===== config.mk =====
export PLATFORM = sky130hd
export DESIGN_NAME = multi_led_blink_controller
export DESIGN_NICKNAME = d
export VERILOG_FILES = /design/src/sv/mlbc_pkg.sv /design/src/sv/multi_led_blink_controller.sv
export SDC_FILE = /design/constraint.sdc
export NUM_CORES = 1
export LEC_CHECK = 0
export BUFFER_PORTS_ARGS = -buffer_cell sky130_fd_sc_hd__buf_4
export CORE_ASPECT_RATIO = 0.9
export CORE_MARGIN = 5
export CORE_UTILIZATION = 40
export CTS_BUF_LIST = sky130_fd_sc_hd__clkbuf_4 sky130_fd_sc_hd__clkbuf_8 sky130_fd_sc_hd__clkbuf_16
export DETAILED_ROUTE_END_ITERATION = 10
export GPL_ROUTABILITY_DRIVEN = 0
export GPL_TIMING_DRIVEN = 0
export HOLD_SLACK_MARGIN = 0.05
export SLEW_MARGIN = 20
export SYNTH_ARGS = -nofsm -noshare
export SYNTH_HDL_FRONTEND = slang
export SYNTH_SLANG_ARGS = --single-unit
export TNS_END_PERCENT = 20

===== constraint.sdc =====
create_clock -name clk -period 7.3 [get_ports clk]
set_clock_uncertainty 0.2 [all_clocks]
set_input_delay 1.825 -clock clk [delete_from_list [all_inputs] [get_ports clk]]
set_output_delay 1.825 -clock clk [all_outputs]
set_load 0.03 [all_outputs]

===== src/sv/mlbc_pkg.sv =====
// Shared constants and command codes for the multi-LED blink controller.
package mlbc_pkg;

    localparam int LED_COUNT = 4;
    localparam int LEVELS_W  = 4;
    localparam int CMD_W     = 3;
    localparam int SEL_W     = 2;
    localparam int SHORT_W   = 16;
    localparam int STAMP_W   = 32;

    typedef enum logic [CMD_W-1:0] {
        CMD_OFF    = 3'd0,
        CMD_ON     = 3'd1,
        CMD_TOGGLE = 3'd2,
        CMD_BLINK  = 3'd3,
        CMD_POLL   = 3'd4
    } cmd_t;

endpackage


===== src/sv/multi_led_blink_controller.sv =====
// Multi-LED blink controller: command register, per-LED blink state and result register.
//
// Usage
//   Input channel (in_valid / in_stall) carries one request: a command for the LED
//   named by led_select (off, on, toggle, start blink) or a poll that carries the
//   current time in now. Start blink also uses on_time, blink_period, repeat_count
//   and now. Unknown commands leave every LED as it is.
//   Output channel (out_valid / out_stall) returns one result per request: the
//   four pin levels in led_levels after that request took effect.
//   Flow: an accepted request is latched into the command register, evaluated
//   against the LED state, and its result is written to the result register on
//   led_levels once that register is free.
//   Throughput: one request per cycle while out_stall is low; all LEDs are updated
//   in parallel by one level of 32-bit adders and compares between the two registers.
//   Reset (rst_n low, asynchronous): all pins low, all blink state zero, both
//   pipeline stages empty.
//   Stall: while out_stall holds a waiting result, the command register keeps its
//   request and in_stall rises only once that register is also occupied.
module multi_led_blink_controller
(
    input  logic                           clk,
    input  logic                           rst_n,
    input  logic                           in_valid,
    output logic                           in_stall,
    input  logic [mlbc_pkg::CMD_W-1:0]     command,
    input  logic [mlbc_pkg::SEL_W-1:0]     led_select,
    input  logic [mlbc_pkg::SHORT_W-1:0]   on_time,
    input  logic [mlbc_pkg::SHORT_W-1:0]   blink_period,
    input  logic [mlbc_pkg::SHORT_W-1:0]   repeat_count,
    input  logic [mlbc_pkg::STAMP_W-1:0]   now,
    output logic                           out_valid,
    input  logic                           out_stall,
    output logic [mlbc_pkg::LEVELS_W-1:0]  led_levels
);

    // command register
    logic                          s1_valid_reg;
    logic [mlbc_pkg::CMD_W-1:0]    command_reg;
    logic [mlbc_pkg::SEL_W-1:0]    sel_reg;
    logic [mlbc_pkg::SHORT_W-1:0]  on_in_reg;
    logic [mlbc_pkg::SHORT_W-1:0]  period_in_reg;
    logic [mlbc_pkg::SHORT_W-1:0]  repeat_in_reg;
    logic [mlbc_pkg::STAMP_W-1:0]  now_reg;

    // per-LED state
    logic [mlbc_pkg::LED_COUNT-1:0] pin_level_reg;
    logic [mlbc_pkg::LED_COUNT-1:0] pin_level_next;
    logic [mlbc_pkg::SHORT_W-1:0]   on_time_reg    [mlbc_pkg::LED_COUNT];
    logic [mlbc_pkg::SHORT_W-1:0]   on_time_next   [mlbc_pkg::LED_COUNT];
    logic [mlbc_pkg::SHORT_W-1:0]   period_reg     [mlbc_pkg::LED_COUNT];
    logic [mlbc_pkg::SHORT_W-1:0]   period_next    [mlbc_pkg::LED_COUNT];
    logic [mlbc_pkg::SHORT_W-1:0]   count_reg      [mlbc_pkg::LED_COUNT];
    logic [mlbc_pkg::SHORT_W-1:0]   count_next     [mlbc_pkg::LED_COUNT];
    logic [mlbc_pkg::STAMP_W-1:0]   stamp_reg      [mlbc_pkg::LED_COUNT];
    logic [mlbc_pkg::STAMP_W-1:0]   stamp_next     [mlbc_pkg::LED_COUNT];

    // result register
    logic                           out_valid_reg;
    logic [mlbc_pkg::LEVELS_W-1:0]  led_levels_reg;
    logic [mlbc_pkg::LEVELS_W-1:0]  led_levels_next;

    logic out_free;
    logic s1_fire;
    logic in_fire;

    assign out_free = !out_valid_reg || !out_stall;
    assign s1_fire  = s1_valid_reg && out_free;
    assign in_stall = s1_valid_reg && !out_free;
    assign in_fire  = in_valid && !in_stall;

    assign out_valid  = out_valid_reg;
    assign led_levels = led_levels_reg;

    always_comb
    begin
        logic [mlbc_pkg::STAMP_W-1:0]                     period_end;
        logic [mlbc_pkg::STAMP_W-1:0]                     on_end;
        logic [mlbc_pkg::SHORT_W-1:0]                     per_after;
        logic                                             hit;
        logic [mlbc_pkg::LED_COUNT+mlbc_pkg::LEVELS_W-1:0] wide;

        pin_level_next = pin_level_reg;
        for (int i = 0; i < mlbc_pkg::LED_COUNT; i++)
        begin
            on_time_next[i] = on_time_reg[i];
            period_next[i]  = period_reg[i];
            count_next[i]   = count_reg[i];
            stamp_next[i]   = stamp_reg[i];

            period_end = stamp_reg[i] + {{(mlbc_pkg::STAMP_W-mlbc_pkg::SHORT_W){1'b0}},
                                          period_reg[i]};
            on_end     = stamp_reg[i] + {{(mlbc_pkg::STAMP_W-mlbc_pkg::SHORT_W){1'b0}},
                                          on_time_reg[i]};
            hit        = (int'(sel_reg) == i);
            per_after  = period_reg[i];

            case (command_reg)
                mlbc_pkg::CMD_OFF:
                begin
                    if (hit)
                        pin_level_next[i] = 1'b0;
                end
                mlbc_pkg::CMD_ON:
                begin
                    if (hit)
                        pin_level_next[i] = 1'b1;
                end
                mlbc_pkg::CMD_TOGGLE:
                begin
                    if (hit)
                        pin_level_next[i] = !pin_level_reg[i];
                end
                mlbc_pkg::CMD_BLINK:
                begin
                    if (hit)
                    begin
                        pin_level_next[i] = 1'b1;
                        on_time_next[i]   = on_in_reg;
                        period_next[i]    = period_in_reg;
                        count_next[i]     = repeat_in_reg;
                        stamp_next[i]     = now_reg;
                    end
                end
                mlbc_pkg::CMD_POLL:
                begin
                    if (period_reg[i] != '0)
                    begin
                        if (period_end < now_reg)
                        begin
                            if (count_reg[i] != '0)
                            begin
                                count_next[i] = count_reg[i] - 1'b1;
                                // last repeat done: blinking stops, pin keeps its level
                                if (count_reg[i] == mlbc_pkg::SHORT_W'(1))
                                    per_after = '0;
                            end
                            period_next[i] = per_after;
                            if (per_after != '0)
                            begin
                                pin_level_next[i] = 1'b1;
                                stamp_next[i]     = now_reg;
                            end
                        end
                        else if (on_end < now_reg)
                        begin
                            pin_level_next[i] = 1'b0;
                        end
                    end
                end
                default:
                begin
                end
            endcase
        end

        // LEDs beyond the count read low; only the first four are reported
        wide            = {{mlbc_pkg::LEVELS_W{1'b0}}, pin_level_next};
        led_levels_next = wide[mlbc_pkg::LEVELS_W-1:0];
    end

    always_ff @(posedge clk or negedge rst_n)
    begin
        if (!rst_n)
        begin
            s1_valid_reg <= 1'b0;
        end
        else if (in_fire)
        begin
            s1_valid_reg <= 1'b1;
        end
        else if (s1_fire)
        begin
            s1_valid_reg <= 1'b0;
        end
    end

    always_ff @(posedge clk)
    begin
        if (in_fire)
        begin
            command_reg   <= command;
            sel_reg       <= led_select;
            on_in_reg     <= on_time;
            period_in_reg <= blink_period;
            repeat_in_reg <= repeat_count;
            now_reg       <= now;
        end
    end

    always_ff @(posedge clk or negedge rst_n)
    begin
        if (!rst_n)
        begin
            pin_level_reg <= '0;
            for (int i = 0; i < mlbc_pkg::LED_COUNT; i++)
            begin
                on_time_reg[i] <= '0;
                period_reg[i]  <= '0;
                count_reg[i]   <= '0;
                stamp_reg[i]   <= '0;
            end
        end
        else if (s1_fire)
        begin
            pin_level_reg <= pin_level_next;
            for (int i = 0; i < mlbc_pkg::LED_COUNT; i++)
            begin
                on_time_reg[i] <= on_time_next[i];
                period_reg[i]  <= period_next[i];
                count_reg[i]   <= count_next[i];
                stamp_reg[i]   <= stamp_next[i];
            end
        end
    end

    always_ff @(posedge clk or negedge rst_n)
    begin
        if (!rst_n)
        begin
            out_valid_reg <= 1'b0;
        end
        else if (out_free)
        begin
            out_valid_reg <= s1_valid_reg;
        end
    end

    always_ff @(posedge clk)
    begin
        if (s1_fire)
            led_levels_reg <= led_levels_next;
    end

    a_stall_only_when_full: assert property (@(posedge clk) disable iff (!rst_n)
        in_stall |-> (s1_valid_reg && out_valid_reg && out_stall))
        else $error("input stalled while a stage had room");

    a_state_holds_when_idle: assert property (@(posedge clk) disable iff (!rst_n)
        !s1_fire |=> $stable(pin_level_reg))
        else $error("pin levels changed without a request");

    a_poll_keeps_on_time: assert property (@(posedge clk) disable iff (!rst_n)
        (s1_fire && command_reg == mlbc_pkg::CMD_POLL) |=> $stable(on_time_reg[0]))
        else $error("poll altered a stored on-time");

    a_fire_gives_result: assert property (@(posedge clk) disable iff (!rst_n)
        s1_fire |=> out_valid_reg)
        else $error("request evaluated but no result presented");

endmodule


# Word-level counts from Yosys, hierarchy flattened
# Index checks and enable logic that the tools add are counted.
# totals
ff_bits,415
wordCells,232
in_bits,89
# classes
order_cmp,8
eq_ne,31
muxes,110
n_reduce_logical,45
n_addsub,12
# ops
operator,n
two-way mux 16 bit,48
two-way mux 32 bit,16
adder 32 x 16 -> 32 bit,8
less-than comparator 32 bit,8
one-hot mux 16 bit (2 select lines),8
one-hot mux 32 bit (2 select lines),4
nonzero test 16 bit,12
"equality test 16 x 1 -> 1 bit, second input constant",4
"subtractor 16 x 1 -> 16 bit, second input constant",4
AND reduction 6 bit,8
"!= test 2 bit, second input constant",20
two-way mux 1 bit,30
AND reduction 5 bit,4
one-hot mux 1 bit (4 select lines),4
AND reduction 3 bit,4
zero test 1 bit,8
"equality test 3 x 2 -> 1 bit, second input constant",2
"equality test 2 bit, second input constant",2
nonzero test 2 bit,2
"equality test 3 x 1 -> 1 bit, second input constant",1
"equality test 3 bit, second input constant",1
logical AND 1 bit,3
zero test 3 bit,1
"equality test 2 x 1 -> 1 bit, second input constant",1
3 further kinds,3

# Logic depth before layout (Yosys ltp)
# depth
word_depth,11
ltp_mapped,22
depth_no_buf,20

# Worst setup path after synthesis
# Ideal clock, no wire load.
# synth_path
kind,register -> register
startpoint,register stamp_reg[35] (netlist name)
endpoint,register stamp_reg[41] (netlist name)
t_required_ns,6.972
path_slack_ns,2.029
arrival_ns,4.944
synth_period_minus_slack_ns,5.271
path_stages_with_launch,20
cell_sequence,dfrtp_1 -> ha_1 -> o21ai_0 -> o21ai_0 -> a31oi_1 -> o21ai_0 -> a211oi_1 -> o41ai_1 -> nand3_1 -> xnor2_1 -> ha_1 -> a21o_1 -> a21o_1 -> a211o_1 -> a211o_1 -> a311o_1 -> a21oi_4 -> nand2_4 -> buf_6 -> mux2_1
# synth_between
elab_chain_len,4
# synth_rtl
element,line,rtl
start: declaration,multi_led_blink_controller.sv:54,logic [mlbc_pkg::STAMP_W-1:0] stamp_reg [mlbc_pkg::LED_COUNT];
start signal: indexed assignment,multi_led_blink_controller.sv:211,stamp_reg[i] <= stamp_next[i];
adder 32 x 16 -> 32 bit,multi_led_blink_controller.sv:90,"period_end = stamp_reg[i] + {{(mlbc_pkg::STAMP_W-mlbc_pkg::SHORT_W){1'b0}},"
less-than comparator 32 bit,multi_led_blink_controller.sv:128,if (period_end < now_reg)
!= test 2 bit (no source line),-,
AND reduction 6 bit (no source line),-,
# No other way between the ends.
# A chain may end at the register's enable or synchronous reset.

# Worst setup path after layout
# layout_path
startpoint,register stamp_reg[1] (netlist name)
endpoint,register period_reg[14] (netlist name)
# layout_between
elab_chain_len,4
# layout_rtl
element,line,rtl
adder 32 x 16 -> 32 bit,multi_led_blink_controller.sv:90,
less-than comparator 32 bit,multi_led_blink_controller.sv:128,
!= test 2 bit (no source line),-,
AND reduction 5 bit (no source line),-,
end signal: indexed assignment,multi_led_blink_controller.sv:209,period_reg[i] <= period_next[i];
end: declaration,multi_led_blink_controller.sv:50,logic [mlbc_pkg::SHORT_W-1:0] period_reg [mlbc_pkg::LED_COUNT];
# No other way between the ends.

==> summary.md <==
| Metric | Value |
|---|---|
| Hold Path Class | reg2reg |
| Vias in the first global route | ~24000 |
| Area growth, synth to finish | 12.9% |
| Fmax achieved | ~0.15 GHz |
| CP max FO | 10 |
| Slew HR | 0.134 |
| Ports | between 90 and 100 |
| Largest delay contributor family on the critical path | compound AO/OA/AOI/OAI gates |
| Minimum clock period | ~6.7 ns |
| Ys flop type | dfrtp_1 |
| Count of final setup violators | 0 |
| Mapped cell area | 30200 um^2 |
| Critical path's slowest cell | a2111oi_0 |
| Post-CTS Resized | 0 |
| Slew Limit Fails | 0 |
| Critical Path Sink Type | flop |
| Area of the die | 81000 um^2 |
| Syn_nets | 3551 |
| DRC violations left | 0 |
| Fin. Hold Viols | 0 |
| Largest net degree at the start of global routing | 95 |
| Largest register FFs | 128 |
| Max VDD drop | around 0.00021 V |
| Unrepaired setup endpoints after global routing | false |
| Final instance area | 34100 um^2 |
| CTS buffer count | 50 |
| Crit path kind | reg2reg |
| Setup TNS | 0 ns |
| Measured slew at the worst slew-check pin | 1.29 ns |
| Leakage | 15.3 nW |
| Register area share after synthesis | 0.359 |
| Clk Latency, worst-skew pair | between 0.6 and 0.7 ns |
| Post-synth EDFFs | a little under 90 |
| Row count | 95 |
| Clock root buffer master | clkbuf_16 |
| Fin nets | ~3700 |
| Initial antenna violation count | 2 |
| Die W | 299 um |
| Period utilization | 0.922 |
| Buf/Inv on CP | 3 |
| Required @ worst endpoint | 7.58 ns |
| Status | finished, final reports clean |
| Post-DP HPWL | 74.5 mm |
| GRT Util Overall | 0.234 |
| Vert. Die Dim | 271 um |
| Yosys Warn Count | 0 |
| Syn avg cell area | 9.85 um^2 |
| Reg clk slew, reported paths | approximately 0.060 ns |
| Core area | roughly 75000 um^2 |
| Post-synthesis cell type count | 80 |
| CP cell instances | inv_1 -> fa_1 -> nor2b_1 -> o21a_1 -> o21ai_0 -> a211oi_1 -> or3_1 -> a41o_1 -> clkbuf_1 -> nand3_1 -> xnor2_1 -> ha_1 -> nand2_1 -> o21ai_0 -> a221o_1 -> a2111oi_0 -> o211ai_1 -> a21oi_2 -> o21ai_1 -> clkbuf_1 -> a22o_1 |
| H-tree depth | 2 |
| CP Launch Type | flop |
| Via Count | 24900 |
| First-pass GRT wire length | between 100 and 150 mm |
| Final wirelength | 97.7 mm |
| Hold Slack | 0.287 ns |
| Drt pass-1 iters | 5 |
| FF+latch count, synth | between 400 and 500 |
| Maxcap violations | 0 |
| Diodes inserted | 0 |
| Met1 WL | 45.9 mm |
| Highest Signal Layer | met4 |
| Layout cells sized above 1 | 0.121 |
| Pwr dens | 428 nW/um^2 |
| Clock Sinks | 415 |
| Initial Util | 0.403 |
| Postcts setup bufs | 0 |
| Wirelength per Cell | 23.1 um |
| WL met2 | 42.9 mm |
| DP Area | 32200 um^2 |
| Synth async-reset ratio | 0.786 |
| Worst path max stage delay | 0.52 ns |
| Post-route ant nets | 0 |
| Gr ovfl total | 0 |
| CP arrival | 7.01 ns |
| CTS Hold Bufs | 0 |
| DR vias/cell | 5.88 |
| Routed wl met3 | about 6.5 mm |
| CTS tree | built |
| Port Buf Inserts | 94 |
| Clock Path Buffers | 3 |
| Cells after Synth | roughly 3100 |
| Number of DRC markers in iteration 0 | 1980 |
## Yosys cell counts (8+ instances only)
| cell | instances | area share |
|---|---|---|
| mux2_2 | 132 | 0.049 |
| o21bai_1 | 8 | 0.0020 |
| nor2b_1 | 36 | 0.0075 |
| a32o_1 | 13 | 0.0043 |
| nand4_1 | 54 | 0.011 |
| and4_1 | 11 | 0.0032 |
| ha_1 | 392 | 0.16 |
| xnor2_1 | 183 | 0.053 |
| mux2i_1 | 11 | 0.0037 |
| fa_1 | 8 | 0.0053 |
| a22o_1 | 94 | 0.027 |
| nand2_1 | 240 | 0.030 |
| dfrtp_1 | 326 | 0.27 |
| a2111oi_0 | 11 | 0.0032 |
| clkbuf_1 | 59 | 0.0073 |
| a21o_1 | 64 | 0.016 |
| nor4_1 | 35 | 0.0073 |
| xor2_1 | 39 | 0.011 |
| nand3_1 | 88 | 0.015 |
| a21oi_1 | 180 | 0.030 |
| a211oi_1 | 34 | 0.0085 |
| o21a_1 | 36 | 0.0090 |
| buf_2 | 9 | 0.0015 |
| inv_1 | 123 | 0.015 |
| or3_1 | 25 | 0.0052 |
| o2111ai_1 | 9 | 0.0026 |
| or4_1 | 10 | 0.0025 |
| o21ai_0 | 169 | 0.028 |
| o41ai_1 | 15 | 0.0044 |
| o211ai_1 | 10 | 0.0025 |
| nor3_1 | 81 | 0.013 |
| buf_1 | 8 | 0.0010 |
| edfxtp_1 | 89 | 0.089 |
| and2_1 | 9 | 0.0019 |
| and3_1 | 35 | 0.0073 |
| mux2_4 | 28 | 0.014 |
| nor2_1 | 184 | 0.023 |
| a31oi_1 | 28 | 0.0058 |
| o31ai_1 | 17 | 0.0042 |
| nand2b_1 | 42 | 0.0087 |
## cells in the final DEF (no fill, tap or decap), types with 36 or more instances in the layout
cell and n:
dfrtp_1 326, xnor2_1 183, nand2_1 240, a21oi_1 180, nand3_1 88, xor2_1 39
a22o_1 94, a21o_1 64, clkbuf_16 52, clkbuf_1 59, nor2_1 184, nor2b_1 36
ha_1 392, buf_4 96, nand4_1 54, edfxtp_1 89, mux2_2 132, inv_1 123
o21a_1 36, o21ai_0 169, nor3_1 79, nand2b_1 42
## path summary, 6_finish.rpt
path                                               end  slack (ns)  cells past startpoint                   startpoint
setup / recovery            period_reg[14]$_DFFE_PN0P_        0.57                     21     stamp_reg[1]$_DFFE_PN0P_
setup reg to reg            period_reg[14]$_DFFE_PN0P_        0.57                     21     stamp_reg[1]$_DFFE_PN0P_
min in group asynchronous    count_reg[59]$_DFFE_PN0P_        0.94                      1                        rst_n
hold reg to reg            on_time_reg[35]$_DFFE_PN0P_        0.29                      2  on_time_reg[35]$_DFFE_PN0P_
hold / removal             on_time_reg[35]$_DFFE_PN0P_        0.29                      2  on_time_reg[35]$_DFFE_PN0P_
max in group asynchronous  on_time_reg[56]$_DFFE_PN0P_        4.58                      3                        rst_n
## stage by stage
stage / total power [mW] / setup WS, ns / utilization / instances
floorplan: 9.51 / 2.03 / - / 3062
global placement: 11.5 / 0.188 / 0.429 / 4126
detailed placement: 11.7 / 0.575 / 0.431 / 4133
CTS: 14.5 / 0.533 / 0.455 / 4226
global route: 15.7 / 0.155 / 0.455 / 4226
finish: 14.6 / 0.570 / 0.455 / 4226
## power by group
group / leakage, nW / switching [mW] / internal (mW) / total (mW)
Combinational: 9.48 / 4.27 / 3.47 / 7.74
Sequential: 4.90 / 0.967 / 3.12 / 4.09
Clock: 0.899 / 1.06 / 1.67 / 2.73
Total: 15.3 / 6.29 / 8.27 / 14.6
## logic make-up after synthesis
group / count (synthesis) / synth area share
xor+xnor: 222 / 0.0645
simple gates: 879 / 0.143
mux: 174 / 0.0680
flops: 415 / 0.359
buf+inv: 202 / 0.0263
fa+ha+maj: 400 / 0.168
compound gates: 770 / 0.172
## per-layer routing
layer  track usage  up-vias
met3        0.0389      123
met2         0.365      780
met4        0.0570        0
met1         0.341    12200
li1              -    11800
met5             0        -
## worst register-to-register path, stage by stage (launching register included)
cell and delay (ns):
dfrtp_1 0.45, inv_1 0.17, fa_1 0.46, nor2b_1 0.13, o21a_1 0.14, o21ai_0 0.17
a211oi_1 0.44, or3_1 0.23, a41o_1 0.23, clkbuf_1 0.40, nand3_1 0.16, xnor2_1 0.16
ha_1 0.27, nand2_1 0.08, o21ai_0 0.08, a221o_1 0.36, a2111oi_0 0.52, o211ai_1 0.36
a21oi_2 0.51, o21ai_1 0.42, clkbuf_1 0.38, a22o_1 0.26
## final cells by class
type                    count  area, um^2
clock buffers              69        1450
inverters                 123         462
multi-input cells        2445       18600
repair buffers            101         846
flip-flops and latches    415       10800
plain buffers              79         330
clock inverters            24         337
fillers                  7110       40700
well taps                 970        1210
(Power assumes the default switching activity.)
